$ cat config.mk
export PLATFORM = sky130hd
export DESIGN_NAME = smbus_master_transfer_sequencer_top
export DESIGN_NICKNAME = d
export VERILOG_FILES = /design/src/rtl/smt_pkg.sv /design/src/rtl/smbus_master_transfer_sequencer_top.sv /design/src/rtl/smt_wbuf.sv /design/src/rtl/smt_core.sv
export SDC_FILE = /design/constraint.sdc
export NUM_CORES = 1
export LEC_CHECK = 0
export ABC_AREA = 1
export BUFFER_PORTS_ARGS = -buffer_cell sky130_fd_sc_hd__buf_2
export CAP_MARGIN = 10
export CORE_ASPECT_RATIO = 1.4
export CORE_MARGIN = 2
export CORE_UTILIZATION = 35
export DETAILED_ROUTE_END_ITERATION = 12
export PLACE_DENSITY = 0.53
export SKIP_LAST_GASP = 1
export SLEW_MARGIN = 20
export SYNTH_ARGS = -nofsm -noshare
export SYNTH_HDL_FRONTEND = slang
export SYNTH_SLANG_ARGS = --single-unit
$ cat constraint.sdc
create_clock -name clk -period 3.5 [get_ports clk]
set_input_delay 0.525 -clock clk [delete_from_list [all_inputs] [get_ports clk]]
set_output_delay 0.525 -clock clk [all_outputs]
set_load 0.005 [all_outputs]
$ cat src/rtl/smt_pkg.sv
// Shared types and constants of the SMBus master transfer sequencer.
// Used by the top level and smt_core under rtl; it depends on nothing else.
`default_nettype none

package smt_pkg;

  localparam int BUF_DEPTH_DEF = 16;

  // Item kinds carried in the slave-side tuser.
  typedef enum logic [1:0] {
    OP_STATUS = 2'd0,
    OP_LOAD   = 2'd1,
    OP_START  = 2'd2
  } op_t;

  // Transfer status reported with every result.
  typedef enum logic [1:0] {
    XS_BUSY       = 2'd0,
    XS_FAILED     = 2'd1,
    XS_READ_DONE  = 2'd2,
    XS_WRITE_DONE = 2'd3
  } xs_t;

  // Bus engine status codes that the sequencer acts on.
  localparam logic [7:0] ST_START    = 8'h08;
  localparam logic [7:0] ST_RSTART   = 8'h10;
  localparam logic [7:0] ST_MT_AACK  = 8'h18;
  localparam logic [7:0] ST_MT_DACK  = 8'h28;
  localparam logic [7:0] ST_MR_AACK  = 8'h40;
  localparam logic [7:0] ST_MR_DACK  = 8'h50;
  localparam logic [7:0] ST_MR_DNACK = 8'h58;

  // Register indexes on the configuration port.
  localparam logic [1:0] REG_ADDR_RW  = 2'd0;
  localparam logic [1:0] REG_REG_ADDR = 2'd1;
  localparam logic [1:0] REG_XFER_LEN = 2'd2;

  localparam logic [7:0] ADDR_RW_RESET = 8'hD0;
  localparam logic [4:0] CNT_MAX       = 5'd31;
  localparam logic [4:0] RD_LEN_MAX    = 5'd16;

  typedef struct packed {
    logic [7:0] addr_rw_byte;
    logic [7:0] reg_addr;
    logic [4:0] xfer_len;
  } cfg_t;

  typedef struct packed {
    op_t        opcode;
    logic [7:0] load_data;
    logic [3:0] load_index;
    logic [7:0] rx_byte_in;
    logic [7:0] status_code;
  } item_t;

  // First member sits in the highest bits, so tx_byte lands in bits 7:0.
  typedef struct packed {
    xs_t        xfer_status;
    logic       bus_reset;
    logic       ack_enable;
    logic       stop_req;
    logic       start_req;
    logic       rx_valid;
    logic [3:0] rx_index;
    logic [7:0] rx_data;
    logic       tx_valid;
    logic [7:0] tx_byte;
  } res_t;

endpackage

`default_nettype wire

$ cat src/rtl/smbus_master_transfer_sequencer_top.sv
// Top level of the SMBus master transfer sequencer: stream ports, register port,
// input and result registers. Depends on smt_pkg, smt_wbuf and smt_core.
`default_nettype none

// Every accepted item gives exactly one result. The block takes one item per
// clock cycle while the input side is not stalled. An accepted item is held in
// the input register and is then taken into the result register, whose output is
// the master side; that move waits while a result is held there. The input side
// stalls only while a result waits with m_axis_tready low and the input register
// is also full. Load items write the write buffer; the buffer read for the next
// data byte is done ahead, at the count left by the previous item.
// Registers: addr_rw_byte at 0x0, reg_addr at 0x4, xfer_len at 0x8.
module smbus_master_transfer_sequencer_top #(
  parameter int BUF_DEPTH = smt_pkg::BUF_DEPTH_DEF
) (
  input  wire logic        clk,
  input  wire logic        rst,
  // Input items.
  input  wire logic        s_axis_tvalid,
  output logic             s_axis_tready,
  // status_code [7:0], rx_byte_in [15:8], load_index [19:16], load_data [27:20]
  input  wire logic [31:0] s_axis_tdata,
  // opcode [1:0]
  input  wire logic [1:0]  s_axis_tuser,
  // Result items.
  output logic             m_axis_tvalid,
  input  wire logic        m_axis_tready,
  // tx_byte [7:0], tx_valid [8], rx_data [16:9], rx_index [20:17], rx_valid [21],
  // start_req [22], stop_req [23], ack_enable [24], bus_reset [25],
  // xfer_status [27:26]
  output logic      [31:0] m_axis_tdata,
  // Register port.
  input  wire logic        psel,
  input  wire logic        penable,
  input  wire logic        pwrite,
  input  wire logic [3:0]  paddr,
  input  wire logic [31:0] pwdata,
  output logic      [31:0] prdata,
  output logic             pready
);

  import smt_pkg::*;

  localparam int AW = (BUF_DEPTH > 1) ? $clog2(BUF_DEPTH) : 1;

  cfg_t    cfg;
  item_t   in_item;
  logic    in_valid;
  res_t    out_res;
  res_t    res;
  logic    adv;
  logic    in_acc;
  logic    cfg_wr;

  logic [AW-1:0] rd_addr;
  logic [AW-1:0] wr_addr;
  logic          wr_en;
  logic [7:0]    wr_data;
  logic [7:0]    rd_data;

  // Register port.
  assign pready = 1'b1;
  assign cfg_wr = psel && penable && pwrite && pready;

  always_ff @(posedge clk) begin
    if (rst) begin
      cfg.addr_rw_byte <= ADDR_RW_RESET;
      cfg.reg_addr     <= 8'd0;
      cfg.xfer_len     <= 5'd0;
    end else if (cfg_wr) begin
      unique case (paddr[3:2])
        REG_ADDR_RW:  cfg.addr_rw_byte <= pwdata[7:0];
        REG_REG_ADDR: cfg.reg_addr     <= pwdata[7:0];
        REG_XFER_LEN: cfg.xfer_len     <= pwdata[4:0];
        default: begin
        end
      endcase
    end
  end

  always_comb begin
    unique case (paddr[3:2])
      REG_ADDR_RW:  prdata = {24'd0, cfg.addr_rw_byte};
      REG_REG_ADDR: prdata = {24'd0, cfg.reg_addr};
      REG_XFER_LEN: prdata = {27'd0, cfg.xfer_len};
      default:      prdata = 32'd0;
    endcase
  end

  // Input register; it advances whenever the result register is free or drains.
  assign adv           = in_valid && (!m_axis_tvalid || m_axis_tready);
  assign s_axis_tready = !in_valid || adv;
  assign in_acc        = s_axis_tvalid && s_axis_tready;

  always_ff @(posedge clk) begin
    if (rst) begin
      in_valid <= 1'b0;
    end else begin
      in_valid <= in_acc || (in_valid && !adv);
    end
  end

  always_ff @(posedge clk) begin
    if (in_acc) begin
      in_item.opcode      <= op_t'(s_axis_tuser);
      in_item.status_code <= s_axis_tdata[7:0];
      in_item.rx_byte_in  <= s_axis_tdata[15:8];
      in_item.load_index  <= s_axis_tdata[19:16];
      in_item.load_data   <= s_axis_tdata[27:20];
    end
  end

  smt_wbuf #(
    .BUF_DEPTH (BUF_DEPTH)
  ) u_wbuf (
    .clk     (clk),
    .wr_en   (wr_en),
    .wr_addr (wr_addr),
    .wr_data (wr_data),
    .rd_addr (rd_addr),
    .rd_data (rd_data)
  );

  smt_core #(
    .BUF_DEPTH (BUF_DEPTH)
  ) u_core (
    .clk     (clk),
    .rst     (rst),
    .adv     (adv),
    .item    (in_item),
    .cfg     (cfg),
    .rd_data (rd_data),
    .rd_addr (rd_addr),
    .wr_en   (wr_en),
    .wr_addr (wr_addr),
    .wr_data (wr_data),
    .res     (res)
  );

  // Result register.
  always_ff @(posedge clk) begin
    if (rst) begin
      m_axis_tvalid <= 1'b0;
    end else if (adv) begin
      m_axis_tvalid <= 1'b1;
    end else if (m_axis_tready) begin
      m_axis_tvalid <= 1'b0;
    end
  end

  always_ff @(posedge clk) begin
    if (adv) begin
      out_res <= res;
    end
  end

  assign m_axis_tdata = {4'd0, out_res};

  // The input side stalls only when both registers are full and the output is held.
  a_stall_cause: assert property (@(posedge clk) disable iff (rst)
    !s_axis_tready |-> (in_valid && m_axis_tvalid && !m_axis_tready))
    else $error("input stalled without a held result");

  // A result never both sends and receives a byte.
  a_tx_rx_excl: assert property (@(posedge clk) disable iff (rst)
    m_axis_tvalid |-> !(out_res.tx_valid && out_res.rx_valid))
    else $error("result carries both tx and rx bytes");

  // A bus reset always reports a failed transfer.
  a_reset_fail: assert property (@(posedge clk) disable iff (rst)
    (m_axis_tvalid && out_res.bus_reset) |-> (out_res.xfer_status == XS_FAILED))
    else $error("bus reset without failed status");

  // Nothing is presented right after reset.
  a_reset_empty: assert property (@(posedge clk) disable iff (rst)
    $past(rst) |-> !m_axis_tvalid)
    else $error("result valid right after reset");

endmodule

`default_nettype wire

$ cat src/rtl/smt_wbuf.sv
// Write data buffer of the sequencer: one write port, one registered read port.
// Depends on nothing but its parameter.
`default_nettype none

module smt_wbuf #(
  parameter int BUF_DEPTH = 16
) (
  input  wire logic                                        clk,
  input  wire logic                                        wr_en,
  input  wire logic [((BUF_DEPTH > 1) ? $clog2(BUF_DEPTH) : 1)-1:0] wr_addr,
  input  wire logic [7:0]                                  wr_data,
  input  wire logic [((BUF_DEPTH > 1) ? $clog2(BUF_DEPTH) : 1)-1:0] rd_addr,
  output logic      [7:0]                                  rd_data
);

  logic [7:0] mem [BUF_DEPTH];

  // A write to the entry being read is passed straight to the read register.
  always_ff @(posedge clk) begin
    if (wr_en) begin
      mem[wr_addr] <= wr_data;
    end
    if (wr_en && (wr_addr == rd_addr)) begin
      rd_data <= wr_data;
    end else begin
      rd_data <= mem[rd_addr];
    end
  end

endmodule

`default_nettype wire

$ cat src/rtl/smt_core.sv
// Transfer state and the single-pass decode of one item into one result.
// Depends on smt_pkg; the write buffer it addresses lives in smt_wbuf.
`default_nettype none

module smt_core #(
  parameter int BUF_DEPTH = 16
) (
  input  wire logic                                        clk,
  input  wire logic                                        rst,
  input  wire logic                                        adv,
  input  wire smt_pkg::item_t                              item,
  input  wire smt_pkg::cfg_t                               cfg,
  input  wire logic [7:0]                                  rd_data,
  output logic      [((BUF_DEPTH > 1) ? $clog2(BUF_DEPTH) : 1)-1:0] rd_addr,
  output logic                                             wr_en,
  output logic      [((BUF_DEPTH > 1) ? $clog2(BUF_DEPTH) : 1)-1:0] wr_addr,
  output logic      [7:0]                                  wr_data,
  output smt_pkg::res_t                                    res
);

  import smt_pkg::*;

  localparam int AW = (BUF_DEPTH > 1) ? $clog2(BUF_DEPTH) : 1;

  logic [4:0] byte_count, byte_count_next;
  logic       start_bit, start_bit_next;
  logic       stop_bit, stop_bit_next;
  logic       ack_bit, ack_bit_next;
  xs_t        done_status, done_status_next;

  logic [4:0]    wr_len;
  logic [4:0]    rd_len;
  logic [4:0]    count_inc;
  logic [AW+4:0] bc_ext;
  logic [AW+3:0] li_ext;

  always_comb begin
    wr_len = (32'(cfg.xfer_len) > BUF_DEPTH) ? 5'(BUF_DEPTH) : cfg.xfer_len;
    if (cfg.xfer_len == 5'd0) begin
      rd_len = 5'd1;
    end else if (cfg.xfer_len > RD_LEN_MAX) begin
      rd_len = RD_LEN_MAX;
    end else begin
      rd_len = cfg.xfer_len;
    end
    count_inc = (byte_count == CNT_MAX) ? byte_count : byte_count + 5'd1;
  end

  always_comb begin
    res              = '0;
    byte_count_next  = byte_count;
    start_bit_next   = start_bit;
    stop_bit_next    = stop_bit;
    ack_bit_next     = ack_bit;
    done_status_next = done_status;
    unique case (item.opcode)
      OP_LOAD: begin
        // The buffer write itself is driven below.
      end
      OP_START: begin
        start_bit_next   = 1'b1;
        stop_bit_next    = 1'b0;
        done_status_next = XS_BUSY;
      end
      OP_STATUS: begin
        unique case (item.status_code) inside
          ST_START, ST_RSTART: begin
            res.tx_byte     = cfg.addr_rw_byte;
            res.tx_valid    = 1'b1;
            start_bit_next  = 1'b0;
            byte_count_next = 5'd0;
          end
          ST_MT_AACK: begin
            res.tx_byte  = cfg.reg_addr;
            res.tx_valid = 1'b1;
          end
          ST_MT_DACK: begin
            if (byte_count < wr_len) begin
              res.tx_byte     = rd_data;
              res.tx_valid    = 1'b1;
              byte_count_next = count_inc;
            end else begin
              done_status_next = XS_WRITE_DONE;
              stop_bit_next    = 1'b1;
            end
          end
          ST_MR_AACK: begin
            ack_bit_next = (rd_len != 5'd1);
          end
          ST_MR_DACK: begin
            if (byte_count < rd_len) begin
              res.rx_data     = item.rx_byte_in;
              res.rx_index    = byte_count[3:0];
              res.rx_valid    = 1'b1;
              byte_count_next = count_inc;
            end
            // Drop the acknowledge once the next byte will be the last one.
            ack_bit_next = !(({1'b0, byte_count_next} + 6'd1) >= {1'b0, rd_len});
          end
          ST_MR_DNACK: begin
            res.rx_data      = item.rx_byte_in;
            res.rx_index     = byte_count[3:0];
            res.rx_valid     = 1'b1;
            byte_count_next  = count_inc;
            stop_bit_next    = 1'b1;
            ack_bit_next     = 1'b1;
            done_status_next = XS_READ_DONE;
          end
          default: begin
            res.bus_reset    = 1'b1;
            start_bit_next   = 1'b0;
            stop_bit_next    = 1'b0;
            ack_bit_next     = 1'b0;
            done_status_next = XS_FAILED;
          end
        endcase
      end
      default: begin
      end
    endcase
    res.start_req   = start_bit_next;
    res.stop_req    = stop_bit_next;
    res.ack_enable  = ack_bit_next;
    res.xfer_status = done_status_next;
  end

  // Buffer ports. The read address follows the count after this item, so the
  // read register holds the entry at byte_count when the next item arrives.
  always_comb begin
    li_ext  = {{AW{1'b0}}, item.load_index};
    wr_en   = adv && (item.opcode == OP_LOAD) && (32'(item.load_index) < BUF_DEPTH);
    wr_addr = li_ext[AW-1:0];
    wr_data = item.load_data;
    bc_ext  = adv ? {{AW{1'b0}}, byte_count_next} : {{AW{1'b0}}, byte_count};
    rd_addr = bc_ext[AW-1:0];
  end

  always_ff @(posedge clk) begin
    if (rst) begin
      byte_count  <= 5'd0;
      start_bit   <= 1'b0;
      stop_bit    <= 1'b0;
      ack_bit     <= 1'b1;
      done_status <= XS_BUSY;
    end else if (adv) begin
      byte_count  <= byte_count_next;
      start_bit   <= start_bit_next;
      stop_bit    <= stop_bit_next;
      ack_bit     <= ack_bit_next;
      done_status <= done_status_next;
    end
  end

endmodule

`default_nettype wire

**Yosys cells after proc, flatten, opt, wreduce, memory -nomap -nowiden**

Memory sizes are Yosys's and may differ from the RTL's. A register that Yosys moved wholly into a read port is not among the register bits.
Cells that the tools add are included.

- Reductions and logical operators: 25
- Equal/unequal tests: 13
- Muxes and demuxes: 31
- Order comparisons: 5
- $add $sub $neg: 2

Operators with widths:

| operator | count |
|---|---|
| 2-to-1 mux 5 bit | 9 |
| case mux 9 bit (3 select lines) | 1 |
| case mux 13 bit (2 select lines) | 1 |
| equality test 8 x 7 -> 1 bit (second input constant) | 3 |
| case mux 8 bit (3 select lines) | 1 |
| case mux 5 bit (4 select lines) | 1 |
| equality test 8 x 5 -> 1 bit (second input constant) | 2 |
| 2-to-1 mux 13 bit | 1 |
| greater-than comparator 5 bit (second input constant) | 2 |
| less-than comparator 5 bit | 2 |
| OR reduction 5 bit | 2 |
| 2-to-1 mux 9 bit | 1 |
| equality test 8 x 4 -> 1 bit (second input constant) | 1 |
| equality test 8 x 6 -> 1 bit (second input constant) | 1 |
| 2-to-1 mux 1 bit | 8 |
| OR reduction 7 bit | 1 |
| adder 5 x 1 -> 6 bit (second input constant) | 1 |
| >= comparator 6 x 5 -> 1 bit | 1 |
| logical AND 1 bit | 6 |
| case mux 2 bit (3 select lines) | 1 |
| AND reduction 2 bit | 3 |
| adder 5 x 1 -> 5 bit (second input constant) | 1 |
| equality test 5 bit (second input constant) | 1 |
| logical NOT 5 bit | 1 |
| other kinds (15) | 24 |

- Output and inout bits: 67
- Memories: 1
- Logic and storage cells: 102
- Input bits: 77
- Flip-flop bits (word level): 91
- Bits in writable memories: 128

Memories:

| memory | words | width | read ports | clocked after Yosys merged registers in | wr ports | RTL line | text |
|---|---|---|---|---|---|---|---|
| u_wbuf.mem | 16 | 8 | 1 | 1 | 1 | smt_wbuf.sv:16 | `logic [7:0] mem [BUF_DEPTH];` |

**Logic depth before layout (Yosys ltp)**

Gate-level depths: netlist of the first run.

- Depth in word-level cells: 12
- Depth in mapped cells: 24
- Gate-level depth less buffers: 24

**Cells and area by module**

A second synthesis of the first run with hierarchy kept.

- Cells, all modules: 1097
- Area, all modules: 10551.4 µm²

Modules (own cells, without submodules):

| module | area an instance (µm²) | instances | cells each | sequential area each (µm²) |
|---|---|---|---|---|
| smt_wbuf | 5686.7 | 1 | 547 | 3923.8 |
| smbus_master_transfer_sequencer_top | 3074.2 | 1 | 256 | 2202.1 |
| smt_core | 1790.5 | 1 | 294 | 200.2 |

**Worst setup path before layout of the first run**

OpenSTA, ideal clock, no wires.

- Path kind: reg-to-reg
- Start point: register cfg[4] (netlist name)
- End point: register u_core.ack_bit
- Required time: 3.440 ns
- Path buffers: 0
- Library setup time: 0.060 ns
- Clock period less this slack: 3.023 ns
- Data arrival time: 2.963 ns
- Stages on the path, launching flop included: 24
- Slack: 0.477 ns
- Cells stage by stage: dfxtp_1 -> inv_2 -> nand2_1 -> ha_1 -> a21o_1 -> a21oi_4 -> nand2_2 -> nand2_1 -> nand2_1 -> ha_1 -> xnor2_1 -> inv_1 -> ha_1 -> a21boi_0 -> o21ai_0 -> nand2_1 -> nand2_1 -> nand2_1 -> o21bai_2 -> nand2_1 -> nand2_1 -> nand2_2 -> nand2_1 -> nand2_1

RTL lines:

| what | RTL line | text |
|---|---|---|
| end signal: assignment | smt_core.sv:149 | `ack_bit <= ack_bit_next;` |
| end: declaration | smt_core.sv:28 | `logic ack_bit, ack_bit_next;` |

==> metrics.csv, run 1 <==
stage,metric,value,unit
clock_tree,htreeDepth,1,
sta,clock_skew,13.1,ps
drt,first_iter_violations,461,
worst_setup_path,path_max_fanout,10,
finish,num-fill-cells,2647,
sta,setup_tns,0,ps
synthesis,synth_area_per_cell,10.9,µm²
finish,drive_gt1_share,19.1,%
drt,drc,0,
pwr,pwr_density_cell,482,mW/mm²
grt,grt_pass1_vias,6694,
synthesis,synth_area,0.00968,mm²
run_status,status,"complete, no violations",
synthesis,async_flop_share,0,%
worst_setup_path,critPathLaunch,cfg[4],
die,rows,72,
drt,routed_wl,23.9,mm
worst_setup_path,cp.arrival,3480,ps
sta,hold_violations,0,
drt,dr.pass1.iters,4,
clock_tree,clk_pin_slew,70,ps
grt,track_usage,16.6,%
hold_path,hold_class,in2reg,
worst_setup_path,start_kind,flip-flop,
grt,grt_start_max_net_pins,65,
drt,via_per_inst,4.81,
sta,fmax,0.311,GHz
synthesis,synth_ff_type,edfxtp_1,
hold_path,min_from,s_axis_tdata[6],
die,fp.dieH,201,µm
worst_setup_path,critPathKind,reg2reg,
run,cap_violations,0,
synthesis,ys_seq_area_share,65.3,%
drt,ant_nets,0,
sta,tightest_slew,758,ps
drt,vias,6669,
worst_setup_path,r2r_start,cfg[4],
sta,hold_slack,197,ps
clock_tree,cts_hold_buf,0,
clock_tree,clockBufferDepth,3,
pwr,peakVddDrop,0.431,mV
grt,antenna_found_initial,0,
grt,overflow,0,
drt,wl_per_cell,17.2,µm
sta,finalMaxSlewViolations,0,
sta,rsz0062_at_grt,false,
synthesis,yosysWarnings,0,
worst_setup_path,worst_ep_required_time,3760,ps
clock_tree,cts_tree,done,
die,die-width,145,µm
finish,syn2layout_area_growth,16.6,%
placement,place.port_buffers,84,
synthesis,netlist_instances,890,
synthesis,synth_edf_count,186,
sta,slew_headroom,49.4,%
synthesis,synth_seq_cells,223,
die,initial_utilization,35.4,%
finish,nets,1093,
clock_tree,cts_root_buf,clkbuf_16,
clock_tree,clk_latency,500,ps
die,die_area,0.0290,mm²
die,ios,144,
grt,grt_pass1_wl,36.6,mm
placement,hpwl,16.5,mm
finish,num_antenna_cells,0,
sta,setup_viol,0,
clock_tree,cts_sinks,223,
pwr,p_leak,4.34,nW
sta,finalCriticalPeriod,3220,ps
clock_tree,cts_made_buffers,21,
sta,post-route-period-util,91.9,%
die,core,0.0274,mm²
worst_setup_path,cp-end-kind,flip-flop,
placement,gp_congestion,0.877,
synthesis,ys_types,47,
logic make-up (layout without fill, tap and decap cells):
logic type                 after synthesis  after routing  synth area share [%]
adders and majority gates               12             12                  1.55
DFF                                    223            223                  65.3
AOI/OAI and AO/OA                      184            184                  11.5
buffers and inverters                  133            232                  6.42
and+or+nand+nor                        331            331                  14.7
xor gates and xnor gates                 5              5                 0.452
other                                    2             29                0.0776
worst paths after layout:
kind                      end  slack [ps]  cells after the start
max          m_axis_tdata[24]         280                     21
min                in_item[6]         200                      1
max reg2reg  m_axis_tdata[24]         280                     21
min reg2reg           cfg[17]         490                      2
power by group:
group / switching, mW / leakage (nW) / internal [mW]
registers: 0.0448 / 2.00 / 2.93
logic: 0.122 / 2.00 / 0.0663
clock network: 0.959 / 0.330 / 1.32
critical path, stage by stage (launching register included):
cell and delay [ps]:
dfxtp_1 350, inv_4 120, nand2_1 110, ha_1 330, a21o_1 210, a21oi_4 190, buf_4 150, nand3_1 90
nand2_2 110, ha_1 190, xnor2_1 120, inv_1 60, ha_1 260, a21boi_0 200, o21ai_1 80, nand2_1 60
nand2_1 40, nand2_1 40, o21bai_2 100, nand2_1 50, nand2_1 60, nand2_2 50
final cells by class:
class	instances	area [µm²]	share of cell area, %
repair buffers	121	698	6.19
inverters	76	288	2.55
multi-input cells	561	2840	25.1
well taps	370	463	4.10
clock inverters	12	140	1.24
flip-flops and latches	223	6330	56.1
clock buffers	23	533	4.72
metal layers:
layer,global-route usage [%],share of wire [%],vias to the layer above
met5,0,0,-
met4,6.87,4.0,0
met3,2.39,4.7,54
met2,30.4,54,190
met1,19.1,38,3160
li1,-,-,3265
Yosys cell counts, types with 3 or more instances:
cell      number  share of area, %
dfxtp_1       37               7.6
nand3_1       35               1.8
a21o_1         3              0.23
nor2_4         5              0.58
nor2_2         4              0.26
a21oi_1       28               1.4
o211ai_1       7              0.54
o22ai_1       28               1.8
o21ai_0       80               4.1
clkinv_1       4              0.16
o21ai_1        9              0.47
inv_1         66               2.6
a31oi_1        5              0.32
edfxtp_1     186                58
o221ai_1       4              0.36
a32o_1         6              0.62
buf_4         29               2.2
nand3_2        3              0.31
nand2_1      134               5.2
buf_2          5              0.26
clkbuf_1      22              0.85
xor2_1         3              0.27
nand2_2       13              0.84
inv_2          6              0.23
nor2_1       130               5.0
ha_1          12               1.6
repair_timing:
item,4_1_cts,5_1_grt
setup buffers,0,2
setup endpoints to repair,0,2
resized for setup,0,2
cells in the final DEF, fill, tap and decap left out, types with 29 or more instances in the layout:
cell type / netlist / final
nand2_1: 134 / 134
buf_4: 29 / 37
nor2_1: 130 / 130
o21ai_0: 80 / 79
inv_1: 66 / 66
nand3_1: 35 / 35
dfxtp_1: 37 / 36
buf_2: 5 / 84
conb_1: 2 / 29
edfxtp_1: 186 / 186
stage by stage:
step | setup slack [ps] | utilization, % | cell area [µm²] | power, mW | std cells
floorplan | 477 | - | 9780 | 3.13 | 917
global placement | 247 | 38.7 | 10600 | 3.22 | 1349
detailed placement | 217 | 38.7 | 10600 | 3.22 | 1349
CTS | 185 | 41.1 | 11300 | 5.49 | 1384
global route | 4.67 | 41.2 | 11300 | 5.62 | 1386
finish | 282 | 41.2 | 11300 | 5.44 | 1386
sequential cells by signal (all words and copies together) (netlist names), named ones only:
| register | count |
|---|---|
| u_core.byte_count | 5 |
| in_item | 30 |
| u_core.ack_bit | 1 |
| u_core.stop_bit | 1 |
| u_core.done_status | 2 |
| m_axis_tdata | 28 |
| u_core.start_bit | 1 |
| in_valid | 1 |
| m_axis_tvalid | 1 |
| cfg | 21 |
| u_wbuf.mem | 128 |
(Power assumes the default switching activity.)
==> run 2: changes to the inputs <==
- ABC_AREA: 1 -> 0
==> run 2 against run 1 <==
Effect of this change: sequential share of layout area increased by 0.44 points; clock skew increased by 3.4 ps; area after synthesis decreased by 0.26%; combinational power decreased by 9%; sequential power about the same; final area decreased by 0.78%; critical path depth decreased by 7; worst setup slack got worse by 38 ps; cell count decreased by 18%; register-to-register slack got worse by 40 ps; highest routed layer unchanged.
==> metrics.csv, run 2 <==
stage,metric,value,unit
run_status,status,"complete, no violations",
synthesis,ys_types,63,
synthesis,synth_edf_count,186,
finish,largest_register_ffs,128,
grt,grt_pass1_wl,34.3,mm
worst_setup_path,start_kind,flip-flop,
sta,finalCriticalPeriod,3260,ps
synthesis,yosys-top-cells-area,"edfxtp_1 58%, mux4_2 9.3%, dfxtp_1 7.7%, mux2i_1 2.6%, nor2_1 2.4%",
worst_setup_path,cp.arrival,3710,ps
finish,final_common_cell,edfxtp_1,
clock_tree,htreeDepth,1,
sta,tightest_slew,895,ps
die,core,0.0270,mm²
die,die-width,144,µm
synthesis,yosysWarnings,0,
grt,antenna_found_initial,0,
synthesis,yosys-top-cells-count,"186 x edfxtp_1, 61 x nor2_1, 43 x nand2_1",
sta,rsz0062_at_grt,false,
hold_path,hold_class,in2reg,
pwr,pwr_density_cell,478,mW/mm²
placement,place.port_buffers,84,
placement,place_area,0.0105,mm²
finish,drive_gt1_share,27.8,%
drt,wl_per_cell,19.0,µm
clock_tree,cts_hold_buf,0,
finish,largest-register,u_wbuf.mem,
finish,num-fill-cells,2503,
die,die_area,0.0290,mm²
finish,multiInputGateArea,0.00306,mm²
synthesis,synth_top_cell_by_area,edfxtp_1,
pwr,intPower,4.19,mW
drt,ant_nets,0,
drt,drc,0,
grt,track_usage,15.5,%
die,initial_utilization,35.8,%
synthesis,synth_seq_cells,223,
drt,dr.pass1.iters,4,
drt,vias,5666,
worst_setup_path,worst_ep_required_time,3950,ps
synthesis,synth_ff_type,edfxtp_1,
synthesis,synth_top_area_share,57.8,%
pwr,sw_frac_of_total,21.7,%
die,ios,144,
pwr,p_leak,3.76,nW
pwr,p_seq_share,55.4,%
finish,final_cell_mix,"186 x edfxtp_1, 84 x buf_2, 61 x nor2_1",
clock_tree,cts_tree,done,
drt,first_iter_violations,358,
clock_tree,clk_latency,530,ps
sta,slew_headroom,40.1,%
pwr,p_sw,1.16,mW
finish,num_antenna_cells,0,
finish,syn2layout_area_growth,15.9,%
sta,finalMaxSlewViolations,0,
drt,routed_wl,21.7,mm
worst_setup_path,r2r_cells,14,
run,cap_violations,0,
finish,fin_area,0.0112,mm²
finish,nets,848,
sta,post-route-period-util,93.0,%
synthesis,synth.most_common_cell,edfxtp_1,
synthesis,async_flop_share,0,%
synthesis,synth_area,0.00966,mm²
grt,grt_pass1_vias,6072,
placement,gp_congestion,0.842,
synthesis,synth_area_per_cell,14.8,µm²
synthesis,netlist_instances,652,
clock_tree,clk_pin_slew,60,ps
sta,setup_viol,0,
die,rows,71,
clock_tree,cts_sinks,223,
grt,grt_start_max_net_pins,31,
sta,hold_violations,0,
worst_setup_path,path_max_fanout,6,
sta,setup_tns,0,ps
worst_setup_path,cp-end-kind,flip-flop,
pwr,pwr-share-clk,41.4,%
pwr,peakVddDrop,0.308,mV
clock_tree,cts_root_buf,clkbuf_16,
clock_tree,clockBufferDepth,3,
pwr,pwr-share-comb,3.2,%
worst_setup_path,critPathKind,reg2reg,
clock_tree,cts_made_buffers,23,
hold_path,min_path_cells,1,
sta,clock_skew,16.5,ps
placement,hpwl,15.6,mm
grt,overflow,0,
synthesis,ys_seq_area_share,65.5,%
die,fp.dieH,201,µm
sta,fmax,0.307,GHz
finish,register_area,0.00633,mm²
drt,via_per_inst,4.97,
run 2: cell types whose count changed after synthesis, moves of 12 or more:
| cell | previous run | this run |
|---|---|---|
| nor3_1 | 1 | 13 |
| nor2_1 | 130 | 61 |
| inv_1 | 66 | 8 |
| and2_1 | 0 | 14 |
| nand2_1 | 134 | 43 |
| o22ai_1 | 28 | 1 |
| nand2_2 | 13 | 0 |
| mux4_2 | 0 | 40 |
| mux2i_1 | 0 | 25 |
| clkbuf_1 | 22 | 9 |
| nand3_1 | 35 | 18 |
| o21ai_0 | 80 | 14 |
run 2: repair_timing:
action | CTS | global route
gates resized for setup | 0 | 9
buffers inserted | 0 | 2
setup endpoints to repair | 0 | 2
run 2: critical path: stages, from the launching register on:
cell      delay (ps)
dfxtp_1          320
inv_2            110
nand2_1          100
ha_1             310
nand4_1          130
a211o_1          300
and3_2           210
xor2_2           150
ha_2             290
ha_1             290
a21o_1           160
a211o_1          280
o211ai_1         130
nand4_1          180
a41oi_2          220
run 2: final cells by class:
class	count	share of cell area, %
inverters	8	0.268
clock inverters	14	0.726
well taps	365	4.08
repair buffers	116	5.90
multi-input cells	387	27.3
clock buffers	26	5.24
flip-flops and latches	223	56.5
run 2: kinds of logic after synthesis:
group / count (synthesis) / share of synthesized area [%]
DFF: 223 / 65.5
xor gates and xnor gates: 5 / 0.454
other: 2 / 0.0778
buffers and inverters: 69 / 4.40
and+or+nand+nor: 192 / 10.2
muxes: 65 / 11.9
AOI/OAI and AO/OA: 84 / 5.93
adders and majority gates: 12 / 1.55
run 2: worst paths after layout:
check	startpoint	end	slack [ps]
min	s_axis_tdata[25]	in_item[25]	170
min reg2reg	cfg[19]	cfg[19]	500
max	cfg[4]	u_core.ack_bit	240
max reg2reg	cfg[4]	u_core.ack_bit	240
run 2: metrics by stage:
step	util, %	cells	hold WS (ps)	power [mW]	setup slack [ps]
finish	41.5	1139	167	5.36	244
global route	41.5	1139	148	5.54	11.7
CTS	41.3	1137	141	5.42	48.2
detailed placement	38.8	1097	488	3.20	113
global placement	38.8	1097	477	3.19	161
floorplan	-	679	458	3.13	393
run 2: power groups by stage:
| stage | Combinational (mW) | Clock (mW) | Sequential, mW |
|---|---|---|---|
| floorplan | 0.122 | 0 | 3.00 |
| global placement | 0.168 | 0 | 3.02 |
| detailed placement | 0.172 | 0 | 3.02 |
| CTS | 0.172 | 2.28 | 2.97 |
| global route | 0.194 | 2.37 | 2.97 |
| finish | 0.172 | 2.22 | 2.97 |
run 2: routing by layer:
metal,wire length [µm],vias up,global-route usage [%]
met5,0,-,0
met4,523,0,5.37
met3,708,29,1.88
met2,12100,140,29.2
met1,8310,2836,17.6
li1,-,2661,-
